===== config.mk =====
export PLATFORM = sky130hd
export DESIGN_NAME = roman_numeral_encoder
export DESIGN_NICKNAME = d
export VERILOG_FILES = /design/src/hdl/rne_pkg.sv /design/src/hdl/roman_numeral_encoder.sv /design/src/hdl/rne_front.sv /design/src/hdl/rne_queue.sv /design/src/hdl/rne_back.sv
export SDC_FILE = /design/constraint.sdc
export NUM_CORES = 1
export LEC_CHECK = 0
export ABC_CLOCK_PERIOD_IN_PS = 5100
export BUFFER_PORTS_ARGS = -buffer_cell sky130_fd_sc_hd__buf_4
export CAP_MARGIN = 25
export CORE_MARGIN = 2
export CORE_UTILIZATION = 40
export CTS_CLUSTER_DIAMETER = 30
export DETAILED_ROUTE_END_ITERATION = 12
export PLACE_DENSITY = 0.61
export SLEW_MARGIN = 20
export SYNTH_ARGS = -nofsm -noshare
export SYNTH_HDL_FRONTEND = slang
export SYNTH_SLANG_ARGS = --single-unit

===== constraint.sdc =====
create_clock -name clk -period 5.1 [get_ports clk]
set_input_delay 0.51 -clock clk [delete_from_list [all_inputs] [get_ports clk]]
set_output_delay 0.51 -clock clk [all_outputs]
set_load 0.01 [all_outputs]

===== src/hdl/rne_pkg.sv =====
// Shared types, symbol tables and helpers for the roman numeral encoder
`timescale 1ns / 1ps

package rne_pkg;

  // greedy symbol table size and widths
  localparam int SymCount     = 13;
  localparam int NumberWidth  = 12;
  localparam int CharWidth    = 7;
  localparam int SymIdxWidth  = 4;
  localparam int QueueDepthDefault = 4;

  typedef logic [NumberWidth-1:0] number_t;
  typedef logic [CharWidth-1:0]   ascii_t;
  typedef logic [SymIdxWidth-1:0] sym_idx_t;

  // letter codes
  localparam ascii_t ChC = 7'h43;
  localparam ascii_t ChD = 7'h44;
  localparam ascii_t ChI = 7'h49;
  localparam ascii_t ChL = 7'h4C;
  localparam ascii_t ChM = 7'h4D;
  localparam ascii_t ChV = 7'h56;
  localparam ascii_t ChX = 7'h58;
  localparam ascii_t ChNone = 7'h00;

  // one symbol request passed from the front to the back
  typedef struct packed {
    sym_idx_t idx;
    logic     last;
  } sym_req_t;

  // symbol value, largest first
  function automatic number_t sym_value(input sym_idx_t idx);
    number_t v;
    case (idx)
      4'd0:    v = 12'd1000;
      4'd1:    v = 12'd900;
      4'd2:    v = 12'd500;
      4'd3:    v = 12'd400;
      4'd4:    v = 12'd100;
      4'd5:    v = 12'd90;
      4'd6:    v = 12'd50;
      4'd7:    v = 12'd40;
      4'd8:    v = 12'd10;
      4'd9:    v = 12'd9;
      4'd10:   v = 12'd5;
      4'd11:   v = 12'd4;
      4'd12:   v = 12'd1;
      default: v = 12'd1;
    endcase
    return v;
  endfunction

  // first letter of each symbol
  function automatic ascii_t sym_first(input sym_idx_t idx);
    ascii_t c;
    case (idx)
      4'd0:    c = ChM;
      4'd1:    c = ChC;
      4'd2:    c = ChD;
      4'd3:    c = ChC;
      4'd4:    c = ChC;
      4'd5:    c = ChX;
      4'd6:    c = ChL;
      4'd7:    c = ChX;
      4'd8:    c = ChX;
      4'd9:    c = ChI;
      4'd10:   c = ChV;
      4'd11:   c = ChI;
      4'd12:   c = ChI;
      default: c = ChI;
    endcase
    return c;
  endfunction

  // second letter of each symbol, none for single-letter symbols
  function automatic ascii_t sym_second(input sym_idx_t idx);
    ascii_t c;
    case (idx)
      4'd1:    c = ChM;
      4'd3:    c = ChD;
      4'd5:    c = ChC;
      4'd7:    c = ChL;
      4'd9:    c = ChX;
      4'd11:   c = ChV;
      default: c = ChNone;
    endcase
    return c;
  endfunction

endpackage


===== src/hdl/roman_numeral_encoder.sv =====
// Top level of the roman numeral encoder
//
// Input channel: in_valid / in_stall with number_value, a 12-bit unsigned
// number. Output channel: out_valid / out_stall with numeral_char (ASCII of
// one of C D I L M V X) and last_char, set on the final letter of a numeral.
// A request moves when valid is high and stall is low.
// Each number yields its Roman numeral by the greedy rule, one letter per
// request; zero yields nothing; 4000 and up give extra leading M letters.
// A taken number's first letter goes through the queue and the output register.
// The front picks one symbol per cycle while the queue is not full and pushes
// it into a short queue; the back emits one letter per cycle from an output
// register while the receiver does not stall, holding the second letter of a
// two-letter symbol in a pending register. A numeral has at most 15 letters;
// the front takes the next number as soon as it has queued the last symbol
// of the current one.
// When the receiver stalls, the output holds, the queue fills and the front
// then stops; in_stall is high whenever the front is busy with a number.
// Synchronous reset empties the queue and drops all pending letters.
`timescale 1ns / 1ps

module roman_numeral_encoder
  import rne_pkg::*;
#(
  parameter int QueueDepth = QueueDepthDefault
) (
  input  logic    clk,
  input  logic    rst,
  input  logic    in_valid,
  output logic    in_stall,
  input  number_t number_value,
  output logic    out_valid,
  input  logic    out_stall,
  output ascii_t  numeral_char,
  output logic    last_char
);

  logic     push_valid;
  sym_req_t push_data;
  logic     push_full;
  logic     pop;
  sym_req_t pop_data;
  logic     empty;

  // symbol selection
  rne_front u_front (
    .clk          (clk),
    .rst          (rst),
    .in_valid     (in_valid),
    .in_stall     (in_stall),
    .number_value (number_value),
    .push_valid   (push_valid),
    .push_data    (push_data),
    .push_full    (push_full)
  );

  // decoupling queue
  rne_queue #(
    .Depth (QueueDepth)
  ) u_queue (
    .clk        (clk),
    .rst        (rst),
    .push_valid (push_valid),
    .push_data  (push_data),
    .full       (push_full),
    .pop        (pop),
    .pop_data   (pop_data),
    .empty      (empty)
  );

  // letter output
  rne_back u_back (
    .clk          (clk),
    .rst          (rst),
    .pop          (pop),
    .pop_data     (pop_data),
    .empty        (empty),
    .out_valid    (out_valid),
    .out_stall    (out_stall),
    .numeral_char (numeral_char),
    .last_char    (last_char)
  );

endmodule


===== src/hdl/rne_front.sv =====
// Front end: accepts a number and splits it into greedy symbol requests
`timescale 1ns / 1ps

module rne_front
  import rne_pkg::*;
(
  input  logic     clk,
  input  logic     rst,
  input  logic     in_valid,
  output logic     in_stall,
  input  number_t  number_value,
  output logic     push_valid,
  output sym_req_t push_data,
  input  logic     push_full
);

  logic     busy;
  number_t  remaining_value;
  number_t  remaining_next;
  sym_idx_t sel;
  logic     accept;
  logic     step;

  assign in_stall = busy;
  assign accept   = in_valid && !busy;
  assign step     = busy && !push_full;

  // pick the largest symbol not above the remaining value
  always_comb begin
    sel = SymIdxWidth'(SymCount - 1);
    for (int i = SymCount - 1; i >= 0; i--) begin
      if (remaining_value >= sym_value(SymIdxWidth'(i))) begin
        sel = SymIdxWidth'(i);
      end
    end
    remaining_next = remaining_value - sym_value(sel);
  end

  assign push_valid     = busy;
  assign push_data.idx  = sel;
  assign push_data.last = (remaining_next == '0);

  // control state
  always_ff @(posedge clk) begin
    if (rst) begin
      busy <= 1'b0;
    end else if (accept) begin
      busy <= (number_value != '0);
    end else if (step && remaining_next == '0) begin
      busy <= 1'b0;
    end
  end

  // remaining value
  always_ff @(posedge clk) begin
    if (accept) begin
      remaining_value <= number_value;
    end else if (step) begin
      remaining_value <= remaining_next;
    end
  end

endmodule


===== src/hdl/rne_queue.sv =====
// Short queue of symbol requests between front and back
`timescale 1ns / 1ps

module rne_queue
  import rne_pkg::*;
#(
  parameter int Depth = QueueDepthDefault
) (
  input  logic     clk,
  input  logic     rst,
  input  logic     push_valid,
  input  sym_req_t push_data,
  output logic     full,
  input  logic     pop,
  output sym_req_t pop_data,
  output logic     empty
);

  localparam int PtrWidth = (Depth > 1) ? $clog2(Depth) : 1;
  localparam int CntWidth = $clog2(Depth + 1);

  sym_req_t              entries [Depth];
  logic [PtrWidth-1:0]   wr_ptr;
  logic [PtrWidth-1:0]   rd_ptr;
  logic [CntWidth-1:0]   count;
  logic                  do_push;
  logic                  do_pop;

  assign full     = (count == CntWidth'(Depth));
  assign empty    = (count == '0);
  assign do_push  = push_valid && !full;
  assign do_pop   = pop && !empty;
  assign pop_data = entries[rd_ptr];

  // pointers and fill count
  always_ff @(posedge clk) begin
    if (rst) begin
      wr_ptr <= '0;
      rd_ptr <= '0;
      count  <= '0;
    end else begin
      if (do_push) begin
        wr_ptr <= (wr_ptr == PtrWidth'(Depth - 1)) ? '0 : wr_ptr + 1'b1;
      end
      if (do_pop) begin
        rd_ptr <= (rd_ptr == PtrWidth'(Depth - 1)) ? '0 : rd_ptr + 1'b1;
      end
      case ({do_push, do_pop})
        2'b10:   count <= count + 1'b1;
        2'b01:   count <= count - 1'b1;
        default: count <= count;
      endcase
    end
  end

  // storage
  always_ff @(posedge clk) begin
    if (do_push) begin
      entries[wr_ptr] <= push_data;
    end
  end

endmodule


===== src/hdl/rne_back.sv =====
// Back end: turns symbol requests into letters, one per cycle unless the receiver stalls
`timescale 1ns / 1ps

module rne_back
  import rne_pkg::*;
(
  input  logic     clk,
  input  logic     rst,
  output logic     pop,
  input  sym_req_t pop_data,
  input  logic     empty,
  output logic     out_valid,
  input  logic     out_stall,
  output ascii_t   numeral_char,
  output logic     last_char
);

  logic   load;
  logic   pend;
  ascii_t pend_char;
  logic   pend_last;
  ascii_t second;
  logic   two;

  assign load   = !out_valid || !out_stall;
  assign pop    = load && !pend && !empty;
  assign second = sym_second(pop_data.idx);
  assign two    = (second != ChNone);

  // output register and pending second letter
  always_ff @(posedge clk) begin
    if (rst) begin
      out_valid <= 1'b0;
      pend      <= 1'b0;
    end else if (load) begin
      if (pend) begin
        out_valid <= 1'b1;
        pend      <= 1'b0;
      end else if (!empty) begin
        out_valid <= 1'b1;
        pend      <= two;
      end else begin
        out_valid <= 1'b0;
      end
    end
  end

  // letter payload
  always_ff @(posedge clk) begin
    if (load) begin
      if (pend) begin
        numeral_char <= pend_char;
        last_char    <= pend_last;
      end else if (!empty) begin
        numeral_char <= sym_first(pop_data.idx);
        last_char    <= pop_data.last && !two;
        pend_char    <= second;
        pend_last    <= pop_data.last;
      end
    end
  end

endmodule


### Word-level counts from Yosys, hierarchy flattened

Memories as Yosys holds them, arrays and structs flattened. A register that Yosys moved wholly into a read port is not among the register bits.
Cells that the tools add are included.

* input bits: 16
* ROM bits: 240
* bits in latches: 0
* memories: 3
* word-level logic and storage cells: 101
* flip-flop bits (word level): 38
* RAM bits: 20

* div/mod/pow operators: 0
* multiplexer cells: 32
* multiply operators: 0
* add/sub/neg operators: 5
* bitwise gates (word level): 2
* magnitude comparators: 12
* reductions and logical operators: 24
* equal/unequal tests: 12
* shift operators: 0

Memory list
* (name not given): depth 16, width 10, read ports 1, clocked after Yosys merged registers in 0, wr ports 0, RTL line rne_pkg.sv:36 `case (idx)`
* (name not given): depth 16, width 5, read ports 1, clocked after Yosys merged registers in 0, wr ports 0, RTL line rne_pkg.sv:58 `case (idx)`
* u_queue.entries: depth 4, width 5, read ports 1, clocked after Yosys merged registers in 1, wr ports 1, RTL line rne_queue.sv:22 `sym_req_t entries [Depth];`

Operators by type and width (count)
* 7-bit case mux with 6 select lines: 1
* 4-bit two-way mux: 8
* 12-bit by 10-bit greater-or-equal comparator with 1-bit output, second input constant: 2
* 12-bit by 3-bit greater-or-equal comparator with 1-bit output, second input constant: 2
* 12-bit by 4-bit greater-or-equal comparator with 1-bit output, second input constant: 2
* 12-bit by 6-bit greater-or-equal comparator with 1-bit output, second input constant: 2
* 12-bit by 7-bit greater-or-equal comparator with 1-bit output, second input constant: 2
* 12-bit by 9-bit greater-or-equal comparator with 1-bit output, second input constant: 2
* 12-bit two-way mux: 2
* 7-bit two-way mux: 2
* 12-bit zero test: 1
* 3-bit two-way mux: 4
* 12-bit nonzero test: 1
* 12-bit subtractor: 1
* 1-bit two-way mux: 10
* 4-bit by 3-bit equality test with 1-bit output, second input constant: 2
* 4-bit equality test, second input constant: 2
* 2-bit two-way mux: 4
* 1-bit logical AND: 7
* 1-bit zero test: 7
* 7-bit nonzero test: 1
* 2-bit equality test, second input constant: 3
* 3-bit case mux with 2 select lines: 1
* 2-bit nonzero test: 3
* other kinds (13): 15

### Depth between registers and ports, before layout

An unclocked memory read counts as a cell.

* word-level depth: 19
* depth in mapped cells: 19
* mapped depth without buffers: 18

### By module

Synthesis repeated with hierarchy kept, for this count alone.

* cell total of the unflattened synthesis: 346
* area total of the unflattened synthesis: 3559.7 sq um

Modules (own cells, without submodules)
* rne_front: cells an instance 197, instances 1, area an instance 1547.7 sq um
* rne_queue: cells an instance 80, instances 1, area an instance 1216.2 sq um
* rne_back: cells an instance 69, instances 1, area an instance 795.8 sq um

### Worst setup path after synthesis

Ideal clock, no wire load.

* path type: reg2reg
* start: reg u_front.remaining_value[6]
* end: mem u_queue.entries[0][0] (netlist name), data pin
* arrival time: 4.251 ns
* library setup time: 0.265 ns
* setup slack: 0.584 ns
* path buffers: 1
* cell stages (with the launch flop): 20
* cell sequence: edfxtp_1 > or3_1 > buf_2 > or3_4 > and4_4 > nor3_4 > nor2b_2 > inv_1 > ha_1 > nand2_1 > nor2_1 > a31o_2 > inv_1 > ha_1 > nor2b_1 > o31a_1 > o31a_1 > or2_2 > and4_1 > and4b_1

RTL lines
* start: declaration: RTL line rne_front.sv:18 `number_t remaining_value;`
* start signal: assignment: RTL line rne_front.sv:57 `remaining_value <= number_value;`
* start signal: assignment: RTL line rne_front.sv:59 `remaining_value <= remaining_next;`
* end: declaration: RTL line rne_queue.sv:22

==> run_results.csv <==
group,metric,value,unit
global_routing,grt_overflow,0,
worst_setup_path,crit_fanout,8,
route,wl_per_cell,15.60,um
synth,synth_cells,353,
synth,synth_seq_area_share,0.4559,
sta,fmax,0.2082,GHz
min_path,min_path_type,"in -> reg",
worst_setup_path,crit_arrival,4.87,ns
sta,fin_crit,4.804,ns
route,vias_per_cell,5.419,
worst_setup_path,crit_end,"u_queue.entries[1][0]",
final_layout,drive_gt1_frac,0.1856,
floorplanning,dieArea,9663,um2
cts,clkLatencyLatePin,0.33,ns
cts,cts_root_buffer,"clkbuf_8",
synth,synth_top_area_cell,"edfxtp_1",
cts,clkTransAtPathRegs,0.08,ns
route,drc,0,
route,vias,2688,
worst_setup_path,cp-start-kind,"flip-flop",
global_routing,grt_usage,0.1714,
synth,ys_top_cells_by_area,"edfxtp_1 39%, ha_1 7.0%, dfxtp_1 6.8%",
synth,yosysWarnings,0,
placement,port_buffers,24,
global_routing,grt_antenna_before_repair,0,
global_routing,grt_max_degree,17,
final_layout,diodes,0,
route,first_pass_iters,4,
final_layout,final_core_util,0.4742,
route,final_antenna_net_count,0,
synth,syn_avg_cell_area,10.08,um2
synth,synth_edf_count,46,
cts,cts_tree,"yes",
global_routing,grt.busiest_layer,"met2",
final_layout,multi_input_area,1851,um2
sta,period_share,0.9419,
global_routing,met2_usage,0.2747,
sta,setup_tns,0,ns
floorplanning,ioPinCount,26,
sta,maxSlewHeadroom,0.5252,
synth,syn_nets,391,
synth,synth.distinct_cells,59,
sta,setup_viol,0,
worst_setup_path,reg2reg_to,"u_queue.entries[1][0]",
synth,ys.flop_type,"edfxtp_1",
worst_setup_path,critPathKind,"reg -> reg",
route,wl,7.738,mm
cts,htreeDepth,3,
floorplanning,die_x,98.30,um
worst_setup_path,reg2reg_slack,0.30,ns
synth,synth_top_cell_area_share,0.3883,
cts,clk_path_buf_depth,2,
cts,clkSinkCount,58,
worst_setup_path,reg2regPathDepth,18,
floorplanning,die_h,98.30,um
global_routing,grt_pass1_vias,2723,
worst_setup_path,endpoint_kind,"flip-flop",
cts,cts_inserted_buffers,9,
sta,setup_slack,0.2962,ns
synth,async_flop_share,0,
worst_setup_path,crit_required,5.17,ns
final_layout,nFillCells,823,
sta,slew_viol_final,0,
placement,dpl_cell_area,3870,um2
worst_setup_path,cp-startpoint,"u_front.remaining_value[5]",
sta,rsz0062_at_grt,"false",
final_layout,nNetsFinal,421,
final_layout,syn2layout_area_growth,15.69,%
placement,dp_hpwl,6.023,mm
synth,syn_area,3557,um2
cts,post_cts_buffers,0,
run_status,status,"completed",
sta,worst_pin_slew,0.7122,ns
floorplanning,core_area,8678,um2
synth,yosysMostFrequentCell,"edfxtp_1",
global_routing,met1_usage,0.2338,
floorplanning,fp-row-count,34,
placement,preCtsSetupSlack,0.1915,ns
synth,synth_seq_cells,58,
worst_setup_path,timing.rr.start,"u_front.remaining_value[5]",
synth,synthTopCellsByCount,"46 x edfxtp_1, 35 x nand2_1, 33 x nor2_1, 25 x o21ai_0, 24 x a21oi_1",
placement,place_congestion,0.8585,
sta,fin_worst_skew,0.01218,ns
final_layout,final-seq-area,1622,um2
final_layout,design_area,4115,um2
global_routing,grtUsageMet3,0.04366,
sta,finalHoldViolCount,0,
route,drt_iter0_drc,213,
floorplanning,initial_core_util,0.4099,
global_routing,grt_pass1_wl,13.42,mm
job,maxCapViolCount,0,
-- layout by cell type (no fill, tap or decap), drive strengths merged, types with 4 or more instances in the layout --
master and instances:
nand2 35, nor3 12, o21ai 25, mux4 4, a21oi 24, xor2 7, o31ai 5, o21a 7
nand3 7, or3 8, mux2i 4, edfxtp 46, nand2b 5, buf 31, clkbuf 9, dfxtp 12
or2 5, inv 15, ha 20, a211oi 5, and3 4, nor2b 9, nor4 5, nor2 33
o211ai 4
-- flip-flops by register name, indices dropped and copies added (netlist names), named ones only --
signal and flops:
u_queue.entries 20, u_queue.rd_ptr 2, u_back.numeral_char 6, u_front.remaining_value 12
u_back.out_valid 1, u_back.last_char 1, u_queue.count 3, u_back.pend_last 1
u_queue.wr_ptr 2, u_front.in_stall 1, u_back.pend 1, u_back.pend_char 6
-- metal layers --
| metal | share of wire | wire length [um] | vias up |
|---|---|---|---|
| li1 | - | - | 1367 |
| met1 | 0.48 | 3725 | 1252 |
| met2 | 0.47 | 3631 | 63 |
| met3 | 0.042 | 325 | 6 |
| met4 | 0.0071 | 55 | 0 |
| met5 | 0 | 0 | - |
-- worst min path at each step --
| stage | startpoint | to | cells past startpoint |
|---|---|---|---|
| 6_report | rst | u_queue.count[2] | 2 |
| 5_1_grt | rst | u_queue.wr_ptr[1] | 2 |
| 4_1_cts | rst | u_back.out_valid | 2 |
| 3_5_place_dp | u_queue.wr_ptr[1] | u_queue.wr_ptr[1] | 2 |
| 3_3_place_gp | u_queue.wr_ptr[1] | u_queue.wr_ptr[1] | 2 |
| 2_1_floorplan | u_queue.wr_ptr[1] | u_queue.wr_ptr[1] | 2 |
-- cell families (layout without fill, tap and decap cells) --
| group | count (synthesis) | after routing | synth area share |
|---|---|---|---|
| AOI/OAI and AO/OA | 92 | 92 | 0.1660 |
| xor gates and xnor gates | 8 | 8 | 0.01970 |
| adders and majority gates | 22 | 22 | 0.08160 |
| buffers and inverters | 26 | 61 | 0.02955 |
| DFF | 58 | 58 | 0.4559 |
| muxes | 10 | 10 | 0.04291 |
| other | 1 | 1 | 0.001054 |
| and+or+nand+nor | 136 | 136 | 0.2033 |
-- repair_timing --
| action | in CTS | in global routing |
|---|---|---|
| resized for setup | 0 | 5 |
| hold buffers | 0 | 0 |
| endpoints found under the setup margin | 0 | 5 |
-- per-stage QoR --
stage | hold slack (ns) | std cells
2_1_floorplan | 0.4692 | 353
3_3_place_gp | 0.4848 | 479
3_5_place_dp | 0.4897 | 480
4_1_cts | 0.4027 | 496
5_1_grt | 0.4072 | 496
6_report | 0.4159 | 496
-- cell type report --
type | count | share of cell area
multi-input cells | 269 | 0.4497
flip-flops and latches | 58 | 0.3940
repair buffers | 31 | 0.05594
well taps | 108 | 0.03284
clock buffers | 9 | 0.03010
clock inverters | 7 | 0.02463
inverters | 14 | 0.01277
-- critical path, cell delays in order, from the launching register on --
cell	delay, ns
edfxtp_1	0.50
or3_1	0.49
or3_4	0.39
and4_4	0.22
nor3_4	0.16
nor2b_4	0.25
inv_1	0.11
ha_1	0.33
nand2_1	0.05
nor2_1	0.13
a31o_2	0.15
inv_1	0.05
ha_1	0.25
nor2b_1	0.16
o31a_1	0.32
o31a_1	0.27
or2_2	0.28
and4_1	0.20
and4b_1	0.24
Power is not shown: default switching activity piles up to over one toggle a cycle in this logic, so the estimate is an artifact.
